File: config.mk
export PLATFORM = sky130hd
export DESIGN_NAME = utf8_to_cp1251_transcoder_unit
export DESIGN_NICKNAME = d
export VERILOG_FILES = /design/src/rtl/core/utc_pkg.sv /design/src/rtl/core/utc_front.sv /design/src/rtl/core/utc_queue.sv /design/src/rtl/core/utc_back.sv /design/src/rtl/core/utf8_to_cp1251_transcoder_unit.sv
export SDC_FILE = /design/constraint.sdc
export NUM_CORES = 1
export LEC_CHECK = 0
export ABC_AREA = 1
export BUFFER_PORTS_ARGS = -buffer_cell sky130_fd_sc_hd__buf_2
export CELL_PAD_IN_SITES_DETAIL_PLACEMENT = 1
export CELL_PAD_IN_SITES_GLOBAL_PLACEMENT = 2
export CORE_ASPECT_RATIO = 1.25
export CORE_MARGIN = 5
export CORE_UTILIZATION = 37
export CTS_CLUSTER_SIZE = 14
export DETAILED_ROUTE_END_ITERATION = 7
export HOLD_SLACK_MARGIN = 0.06
export PLACE_DENSITY_LB_ADDON = 0.1
export SLEW_MARGIN = 20
export SYNTH_ARGS = -nofsm -noshare
export SYNTH_HDL_FRONTEND = slang
export SYNTH_HIERARCHICAL = 1
export SYNTH_SLANG_ARGS = --single-unit
export TNS_END_PERCENT = 10
File: constraint.sdc
create_clock -name clk -period 14.7 [get_ports clk]
set_input_delay 1.47 -clock clk [delete_from_list [all_inputs] [get_ports clk]]
set_output_delay 1.47 -clock clk [all_outputs]
set_load 0.005 [all_outputs]
File: src/rtl/core/utc_pkg.sv
package utc_pkg;

  // Number of byte slots in one queued job (one input byte yields at most four results)
  localparam int SLOTS = 4;

  // Default number of jobs between the front and back halves
  localparam int QUEUE_DEPTH = 4;

  // Marker byte for anything that cannot be decoded
  localparam logic [7:0] BYTE_UNKNOWN = 8'h3F;

  // One transaction's worth of results, in scan order
  typedef struct packed {
    logic [SLOTS-1:0][7:0] val;   // candidate byte per scan position
    logic [SLOTS-1:0]      keep;  // position produces a result
    logic                  fin;   // caused by the final byte of the text
  } job_t;

endpackage

File: src/rtl/core/utc_front.sv
module utc_front (
  input  logic          clk,
  input  logic          rst,
  input  logic          in_valid,
  output logic          in_stall,
  input  logic [7:0]    in_byte,
  input  logic          text_last,
  input  logic          full,
  output logic          push,
  output utc_pkg::job_t job
);

  // Standard positions for U+0400..040F and U+0450..045F, zero where unmapped
  localparam logic [7:0] UPPER_ROW [16] = '{
    8'h00, 8'hA8, 8'h80, 8'h81, 8'hAA, 8'hBD, 8'hB2, 8'hAF,
    8'hA3, 8'h8A, 8'h8C, 8'h8E, 8'h8D, 8'h00, 8'hA1, 8'h8F
  };
  localparam logic [7:0] LOWER_ROW [16] = '{
    8'h00, 8'hB8, 8'h90, 8'h83, 8'hBA, 8'hBE, 8'hB3, 8'hBF,
    8'hBC, 8'h9A, 8'h9C, 8'h9E, 8'h9D, 8'h00, 8'hA2, 8'h9F
  };
  localparam logic [10:0] CP_CYR_FIRST = 11'h410;
  localparam logic [10:0] CP_CYR_LAST  = 11'h44F;
  localparam logic [6:0]  CP_UPPER_HI  = 7'h40;
  localparam logic [6:0]  CP_LOWER_HI  = 7'h45;
  localparam logic [10:0] CP_GHE_UP    = 11'h490;
  localparam logic [10:0] CP_GHE_LO    = 11'h491;
  localparam logic [10:0] CP_QUOTE_L   = 11'h0AB;
  localparam logic [10:0] CP_QUOTE_R   = 11'h0BB;

  // Sequence length announced by a byte: 1 for ASCII, 2..4 for leads, 0 for anything else
  function automatic logic [2:0] byte_need(input logic [7:0] b);
    logic [2:0] r;
    priority if (b[7] == 1'b0)         r = 3'd1;
    else if (b[7:5] == 3'b110)         r = 3'd2;
    else if (b[7:4] == 4'b1110)        r = 3'd3;
    else if (b[7:3] == 5'b11110)       r = 3'd4;
    else                               r = 3'd0;
    return r;
  endfunction

  // Single-byte form of a two-byte sequence, zero when it has none
  function automatic logic [7:0] map_pair(input logic [7:0] lead, input logic [7:0] cont);
    logic [10:0] cp;
    logic [7:0]  r;
    cp = {lead[4:0], cont[5:0]};
    priority if (cp >= CP_CYR_FIRST && cp <= CP_CYR_LAST)
                                   r = {2'b11, 6'(cp - CP_CYR_FIRST)};
    else if (cp[10:4] == CP_UPPER_HI) r = UPPER_ROW[cp[3:0]];
    else if (cp[10:4] == CP_LOWER_HI) r = LOWER_ROW[cp[3:0]];
    else if (cp == CP_GHE_UP)         r = 8'hA5;
    else if (cp == CP_GHE_LO)         r = 8'hB4;
    else if (cp == CP_QUOTE_L)        r = 8'hAB;
    else if (cp == CP_QUOTE_R)        r = 8'hBB;
    else                              r = 8'h00;
    return r;
  endfunction

  // Bytes of an unsettled sequence; held[0] is always its lead
  logic [2:0][7:0] held;
  logic [1:0]      held_count;
  logic [2:0][7:0] held_next;
  logic [1:0]      held_count_next;

  logic                              accept;
  logic [utc_pkg::SLOTS-1:0][7:0]    scan_buf;
  logic [utc_pkg::SLOTS-1:0][7:0]    val;
  logic [utc_pkg::SLOTS-1:0]         keep;
  logic [2:0]                        n;
  logic [2:0]                        pos;
  logic [2:0]                        need;
  logic [1:0]                        rem;
  logic                              stop;
  logic [7:0]                        cur_b;
  logic [7:0]                        nxt_b;
  logic [7:0]                        mapped;

  assign in_stall = full;
  assign accept   = in_valid && !full;

  // Held bytes followed by the new byte
  always_comb begin
    unique case (held_count)
      2'd0:    scan_buf = {8'h00, 8'h00, 8'h00, in_byte};
      2'd1:    scan_buf = {8'h00, 8'h00, in_byte, held[0]};
      2'd2:    scan_buf = {8'h00, in_byte, held[1], held[0]};
      default: scan_buf = {in_byte, held[2], held[1], held[0]};
    endcase
    n = {1'b0, held_count} + 3'd1;
  end

  // Scan: each step settles one sequence or, unless the text ends, stops at an incomplete lead
  always_comb begin
    val    = scan_buf;
    keep   = '0;
    pos    = 3'd0;
    stop   = 1'b0;
    cur_b  = 8'h00;
    nxt_b  = 8'h00;
    need   = 3'd0;
    mapped = 8'h00;
    for (int s = 0; s < utc_pkg::SLOTS; s++) begin
      if (!stop && pos < n) begin
        cur_b = scan_buf[pos[1:0]];
        nxt_b = scan_buf[pos[1:0] + 2'd1];
        need  = byte_need(cur_b);
        if (need == 3'd1) begin
          keep[pos[1:0]] = 1'b1;
          pos = pos + 3'd1;
        end else if (need == 3'd0) begin
          val[pos[1:0]]  = utc_pkg::BYTE_UNKNOWN;
          keep[pos[1:0]] = 1'b1;
          pos = pos + 3'd1;
        end else if (({1'b0, pos} + {1'b0, need}) > {1'b0, n}) begin
          // Cut short: wait for more bytes, or give up at end of text
          if (text_last) begin
            val[pos[1:0]]  = utc_pkg::BYTE_UNKNOWN;
            keep[pos[1:0]] = 1'b1;
            pos = pos + 3'd1;
          end else begin
            stop = 1'b1;
          end
        end else if (need == 3'd2) begin
          if (nxt_b[7:6] == 2'b10) begin
            mapped = map_pair(cur_b, nxt_b);
            keep[pos[1:0]] = 1'b1;
            if (mapped != 8'h00) begin
              val[pos[1:0]] = mapped;
            end else begin
              keep[pos[1:0] + 2'd1] = 1'b1;
            end
            pos = pos + 3'd2;
          end else begin
            val[pos[1:0]]  = utc_pkg::BYTE_UNKNOWN;
            keep[pos[1:0]] = 1'b1;
            pos = pos + 3'd1;
          end
        end else begin
          // Three- and four-byte sequences pass through unchecked
          for (int p = 0; p < utc_pkg::SLOTS; p++) begin
            if (3'(p) >= pos && ({1'b0, 3'(p)} < ({1'b0, pos} + {1'b0, need}))) begin
              keep[p] = 1'b1;
            end
          end
          pos = pos + need;
        end
      end
    end
  end

  // Whatever the scan left unsettled is held for the next transaction (at most three bytes)
  always_comb begin
    rem = 2'(n - pos);
    for (int k = 0; k < 3; k++) begin
      held_next[k] = scan_buf[pos[1:0] + 2'(k)];
    end
    held_count_next = text_last ? 2'd0 : rem;
  end

  assign push     = accept && (keep != '0);
  assign job.val  = val;
  assign job.keep = keep;
  assign job.fin  = text_last;

  always_ff @(posedge clk) begin
    if (rst) begin
      held_count <= 2'd0;
    end else if (accept) begin
      held_count <= held_count_next;
    end
  end

  always_ff @(posedge clk) begin
    if (accept) begin
      held <= held_next;
    end
  end

  // Held data always opens with a multi-byte lead
  a_held_lead: assert property (@(posedge clk) disable iff (rst)
    held_count != 2'd0 |-> (held[0][7:6] == 2'b11 && held[0][7:3] != 5'b11111))
    else $error("held bytes do not start with a lead");

  // End of text flushes everything
  a_fin_flush: assert property (@(posedge clk) disable iff (rst)
    accept && text_last |=> held_count == 2'd0)
    else $error("bytes still held after end of text");

endmodule

File: src/rtl/core/utc_queue.sv
module utc_queue #(
  parameter int DEPTH = utc_pkg::QUEUE_DEPTH
) (
  input  logic          clk,
  input  logic          rst,
  input  logic          push,
  input  utc_pkg::job_t wr_job,
  output logic          full,
  input  logic          pop,
  output logic          rd_valid,
  output utc_pkg::job_t rd_job
);

  localparam int PTR_W = (DEPTH > 1) ? $clog2(DEPTH) : 1;
  localparam int CNT_W = $clog2(DEPTH + 1);

  utc_pkg::job_t    entries [DEPTH];
  logic [PTR_W-1:0] head;
  logic [PTR_W-1:0] tail;
  logic [CNT_W-1:0] count;

  assign full     = (count == CNT_W'(DEPTH));
  assign rd_valid = (count != '0);
  assign rd_job   = entries[head];

  // Pointers and occupancy
  always_ff @(posedge clk) begin
    if (rst) begin
      head  <= '0;
      tail  <= '0;
      count <= '0;
    end else begin
      if (push) begin
        tail <= (tail == PTR_W'(DEPTH - 1)) ? '0 : tail + PTR_W'(1);
      end
      if (pop) begin
        head <= (head == PTR_W'(DEPTH - 1)) ? '0 : head + PTR_W'(1);
      end
      if (push && !pop) begin
        count <= count + CNT_W'(1);
      end else if (pop && !push) begin
        count <= count - CNT_W'(1);
      end
    end
  end

  always_ff @(posedge clk) begin
    if (push) begin
      entries[tail] <= wr_job;
    end
  end

  a_no_overflow: assert property (@(posedge clk) disable iff (rst)
    push |-> count < CNT_W'(DEPTH))
    else $error("job written into a full queue");

  a_no_underflow: assert property (@(posedge clk) disable iff (rst)
    pop |-> count != '0)
    else $error("job taken from an empty queue");

endmodule

File: src/rtl/core/utc_back.sv
module utc_back (
  input  logic          clk,
  input  logic          rst,
  input  logic          q_valid,
  input  utc_pkg::job_t q_job,
  output logic          pop,
  output logic          out_valid,
  input  logic          out_stall,
  output logic [7:0]    out_byte,
  output logic          run_end,
  output logic          text_end
);

  // Job being emitted; keep holds the positions not yet delivered
  logic                         cur_valid;
  utc_pkg::job_t                cur;
  logic [1:0]                   sel;
  logic [utc_pkg::SLOTS-1:0]    rest;
  logic                         last;
  logic                         take;
  logic                         load;

  // Lowest pending position goes out next
  always_comb begin
    priority if (cur.keep[0]) sel = 2'd0;
    else if (cur.keep[1])     sel = 2'd1;
    else if (cur.keep[2])     sel = 2'd2;
    else                      sel = 2'd3;
    rest = cur.keep;
    rest[sel] = 1'b0;
    last = (rest == '0);
  end

  assign out_valid = cur_valid;
  assign out_byte  = cur.val[sel];
  assign run_end   = last;
  assign text_end  = last && cur.fin;

  assign take = cur_valid && !out_stall;
  assign load = !cur_valid || (take && last);
  assign pop  = load && q_valid;

  always_ff @(posedge clk) begin
    if (rst) begin
      cur_valid <= 1'b0;
    end else if (load) begin
      cur_valid <= q_valid;
    end
  end

  always_ff @(posedge clk) begin
    if (pop) begin
      cur <= q_job;
    end else if (take) begin
      cur.keep <= rest;
    end
  end

  a_pending: assert property (@(posedge clk) disable iff (rst)
    cur_valid |-> cur.keep != '0)
    else $error("output valid with no pending byte");

endmodule

File: src/rtl/core/utf8_to_cp1251_transcoder_unit.sv
// Path: a result is written into the job queue by the transaction that settles its
//   sequence (front scan and queue write), then presented from the emitter register.
// Throughput: one input byte per cycle while the queue is not full; one output byte per
//   cycle unless out_stall; the queue absorbs input while a job's results are sent.
// Reset (rst, synchronous): held bytes, job queue and emitter are emptied.
module utf8_to_cp1251_transcoder_unit #(
  parameter int QUEUE_DEPTH = utc_pkg::QUEUE_DEPTH
) (
  input  logic       clk,
  input  logic       rst,
  input  logic       in_valid,
  output logic       in_stall,
  input  logic [7:0] in_byte,
  input  logic       text_last,
  output logic       out_valid,
  input  logic       out_stall,
  output logic [7:0] out_byte,
  output logic       run_end,
  output logic       text_end
);

  logic          push;
  logic          full;
  logic          pop;
  logic          q_valid;
  utc_pkg::job_t wr_job;
  utc_pkg::job_t q_job;

  // Scan and classify incoming bytes
  utc_front u_front (
    .clk       (clk),
    .rst       (rst),
    .in_valid  (in_valid),
    .in_stall  (in_stall),
    .in_byte   (in_byte),
    .text_last (text_last),
    .full      (full),
    .push      (push),
    .job       (wr_job)
  );

  // Decouple scanning from emission
  utc_queue #(
    .DEPTH (QUEUE_DEPTH)
  ) u_queue (
    .clk      (clk),
    .rst      (rst),
    .push     (push),
    .wr_job   (wr_job),
    .full     (full),
    .pop      (pop),
    .rd_valid (q_valid),
    .rd_job   (q_job)
  );

  // Emit one byte per transaction
  utc_back u_back (
    .clk       (clk),
    .rst       (rst),
    .q_valid   (q_valid),
    .q_job     (q_job),
    .pop       (pop),
    .out_valid (out_valid),
    .out_stall (out_stall),
    .out_byte  (out_byte),
    .run_end   (run_end),
    .text_end  (text_end)
  );

endmodule
==> impl_metrics.toml <==
[outcome]
status = "finished clean"

[routing]
firstDrtPassIters = 8
routed_wl_um = 116000
vias_per_cell = 5.91
wire_per_inst_um = 25.9
drt_iter0_drc = 1819
vias = 26400
ant_nets = 0
route.detailed.drc = 0

[synth]
yosysSeqAreaShare = 0.277
synth_nets = 3732
yosys.area.top_type = "edfxtp_1"
ys.flop_type = "edfxtp_1"
synth-edff-count = 209
ys_async_sr_fraction = 0
yosys_warnings = 6
syn_avg_cell_area_um2 = 6.50
syn_area_um2 = 23600
synth_top_area_frac = 0.266
synth.distinct_cells = 68
synth-seq-cells = 221
synthCells = 3622
ys_top_cells_by_area = "edfxtp_1 (27%), nand2_1 (15%), nand3_1 (8.1%)"

[critical_path]
arrival_ns = 13.84
path_max_fanout = 37
startpoint_type = "input pin"
cpMostUsedCell = "nand2_1"
crit_path_start = "in_byte[6]"
required_ns = 14.84
ff2ff_setup_slack_ns = 1.03
rr_startpoint = "u_front/held_count[0]$_SDFFE_PP0P_"
path_class = "input pin to register"
r2r-end = "u_queue/entries[2][5]$_DFFE_PP_"
rr_worst_depth = 87
end_kind = "register"
endpoint = "u_queue/entries[2][5]$_DFFE_PP_"
cpMaxStageDelayCell = "fa_1"
crit_path_max_incr_delay_ns = 0.51

[final_layout]
syn_to_final_growth_pct = 8.66
final_cell_mix = "nand2_1 (917), nand3_1 (382), o21ai_0 (345)"
layout_commonest_cell = "nand2_1"
layout.nets = 3729
layout-drive-gt1-share = 0.106

[grt]
grt_pass1_wl_um = 172000
antenna_found_initial = 0
grt_pass1_vias = 26700
gr-usage-all-layers = 0.320
overflow = 0
grt_max_degree = 76

[sta]
grt_setup_unrepaired = "no"
whs_ns = 0.539
min_period_ns = 13.70
setup_slack_ns = 0.996
clock.fmax_mhz = 73.0
maxSlewHeadroom = 0.211
worstMarginPinSlew_ns = 1.17
setup_viol = 0
worst_clock_skew_ns = 0.0541
tns_ns = 0
finalHoldViolations = 0
period_share = 0.932
report.final.slew_viol_count = 0

[placement]
gp_congestion = 0.997
port-buffer-count = 24
dp_slack_ns = -0.666
dp_hpwl_um = 88200

[run]
max_cap_violations = 0

[worst_hold_path]
min-delay-path-class = "register to register"

[floorplan]
coreArea_um2 = 63100
initial_core_util = 0.373
fp.dieW_um = 236
die_h_um = 292
rows = 103
dieArea_um2 = 68800
io_pins = 25

[clocking]
cts_tree = "yes"
ctsLongestPathBuffers = 3
cts_inserted_buffers = 22
cts.sinks = 221
htreeDepth = 1
clkTransAtPathRegs_ns = 0.06
cts_root_buf = "clkbuf_16"
insertion_delay_ns = 0.55
-- worst min-delay path by stage --
stage                                        from                                  to  slack [ns]  depth (start not counted)
3_3_place_gp         u_queue/tail[1]$_SDFFE_PP0P_        u_queue/tail[1]$_SDFFE_PP0P_        0.51                          2
3_5_place_dp         u_queue/tail[1]$_SDFFE_PP0P_        u_queue/tail[1]$_SDFFE_PP0P_        0.54                          2
5_1_grt              u_queue/tail[1]$_SDFFE_PP0P_        u_queue/tail[1]$_SDFFE_PP0P_        0.56                          2
4_1_cts              u_queue/tail[1]$_SDFFE_PP0P_        u_queue/tail[1]$_SDFFE_PP0P_        0.55                          2
2_1_floorplan  u_front/held_count[1]$_SDFFE_PP0P_  u_front/held_count[1]$_SDFFE_PP0P_        0.49                          2
6_report             u_queue/tail[1]$_SDFFE_PP0P_        u_queue/tail[1]$_SDFFE_PP0P_        0.54                          2
-- registers in the layout, indices dropped and copies added, names as in the netlist, named ones only --
signal and count:
u_back/cur 37, u_queue/head 2, u_front/held 24, u_queue/count 3
u_back/out_valid 1, u_queue/entries 148, u_queue/tail 2, u_front/held_count 2
-- critical path, delay by kind of cell --
family | cells | cell delay, ns
AND/OR/NAND/NOR | 46 | 4.80
adder cells (fa/ha/maj) | 10 | 3.27
buffers and inverters | 17 | 2.29
AO/OA/AOI/OAI | 9 | 1.55
XOR/XNOR | 2 | 0.36
-- through the flow --
stage	instance area (µm²)	utilization	cells
after floorplan	23600	-	3622
after global placement	24500	0.389	4405
after detailed placement	24500	0.389	4405
after CTS	25200	0.400	4441
after global routing	25600	0.405	4471
final	25600	0.405	4472
-- final cells by class --
class / instances / area [µm²]
well taps: 840 / 1050
multi-input cells: 2870 / 14900
inverters: 348 / 1330
fillers: 8298 / 37500
clock inverters: 11 / 129
diodes: 1 / 2.50
repair buffers: 156 / 1130
flip-flops and latches: 221 / 6520
clock buffers: 25 / 562
-- kinds of logic (layout without fill, tap and decap cells) --
kind of cell    count (synthesis)  in the layout  share of synthesized area
mux                            16             16                    0.00680
compound gates                922            922                      0.220
other cells                     0              1                          0
xor+xnor                        6              6                    0.00223
flops                         221            221                      0.277
buf+inv                       534            540                     0.0984
fa+ha+maj                      97             97                     0.0528
simple gates                 1826           1829                      0.343
-- synthesized netlist by cell type, drive strengths merged, types with 4 or more instances --
master	n
clkinv	17
a31oi	15
fa	4
nor2	357
or2	9
o221ai	12
o21ai	465
nand2	990
a21oi	234
ha	93
clkbuf	96
inv	331
dfxtp	12
o31ai	11
mux2i	16
o21a	11
a21o	4
nor3	23
nand3	401
o21bai	7
a22oi	15
o22ai	51
nand4	37
a21boi	10
o211ai	66
buf	90
edfxtp	209
-- layer usage --
layer | global-route usage | up-vias | wire length, µm
met5 | 0 | - | 0
met4 | 0.183 | 0 | 8760
met3 | 0.0283 | 291 | 5680
met2 | 0.579 | 861 | 57400
met1 | 0.370 | 12900 | 44100
li1 | - | 12400 | -
-- timing repair --
item                                    4_1_cts  5_1_grt
hold buffers                                  0        0
gates cloned                                  0        3
pin swaps                                     0        7
buffers inserted                              0       27
gates resized for setup                       2       30
endpoints found under the setup margin      149      299
Power is left out: the tool's default activity adds up to more than one toggle a clock period on the data nets, which glitch-free logic cannot reach.
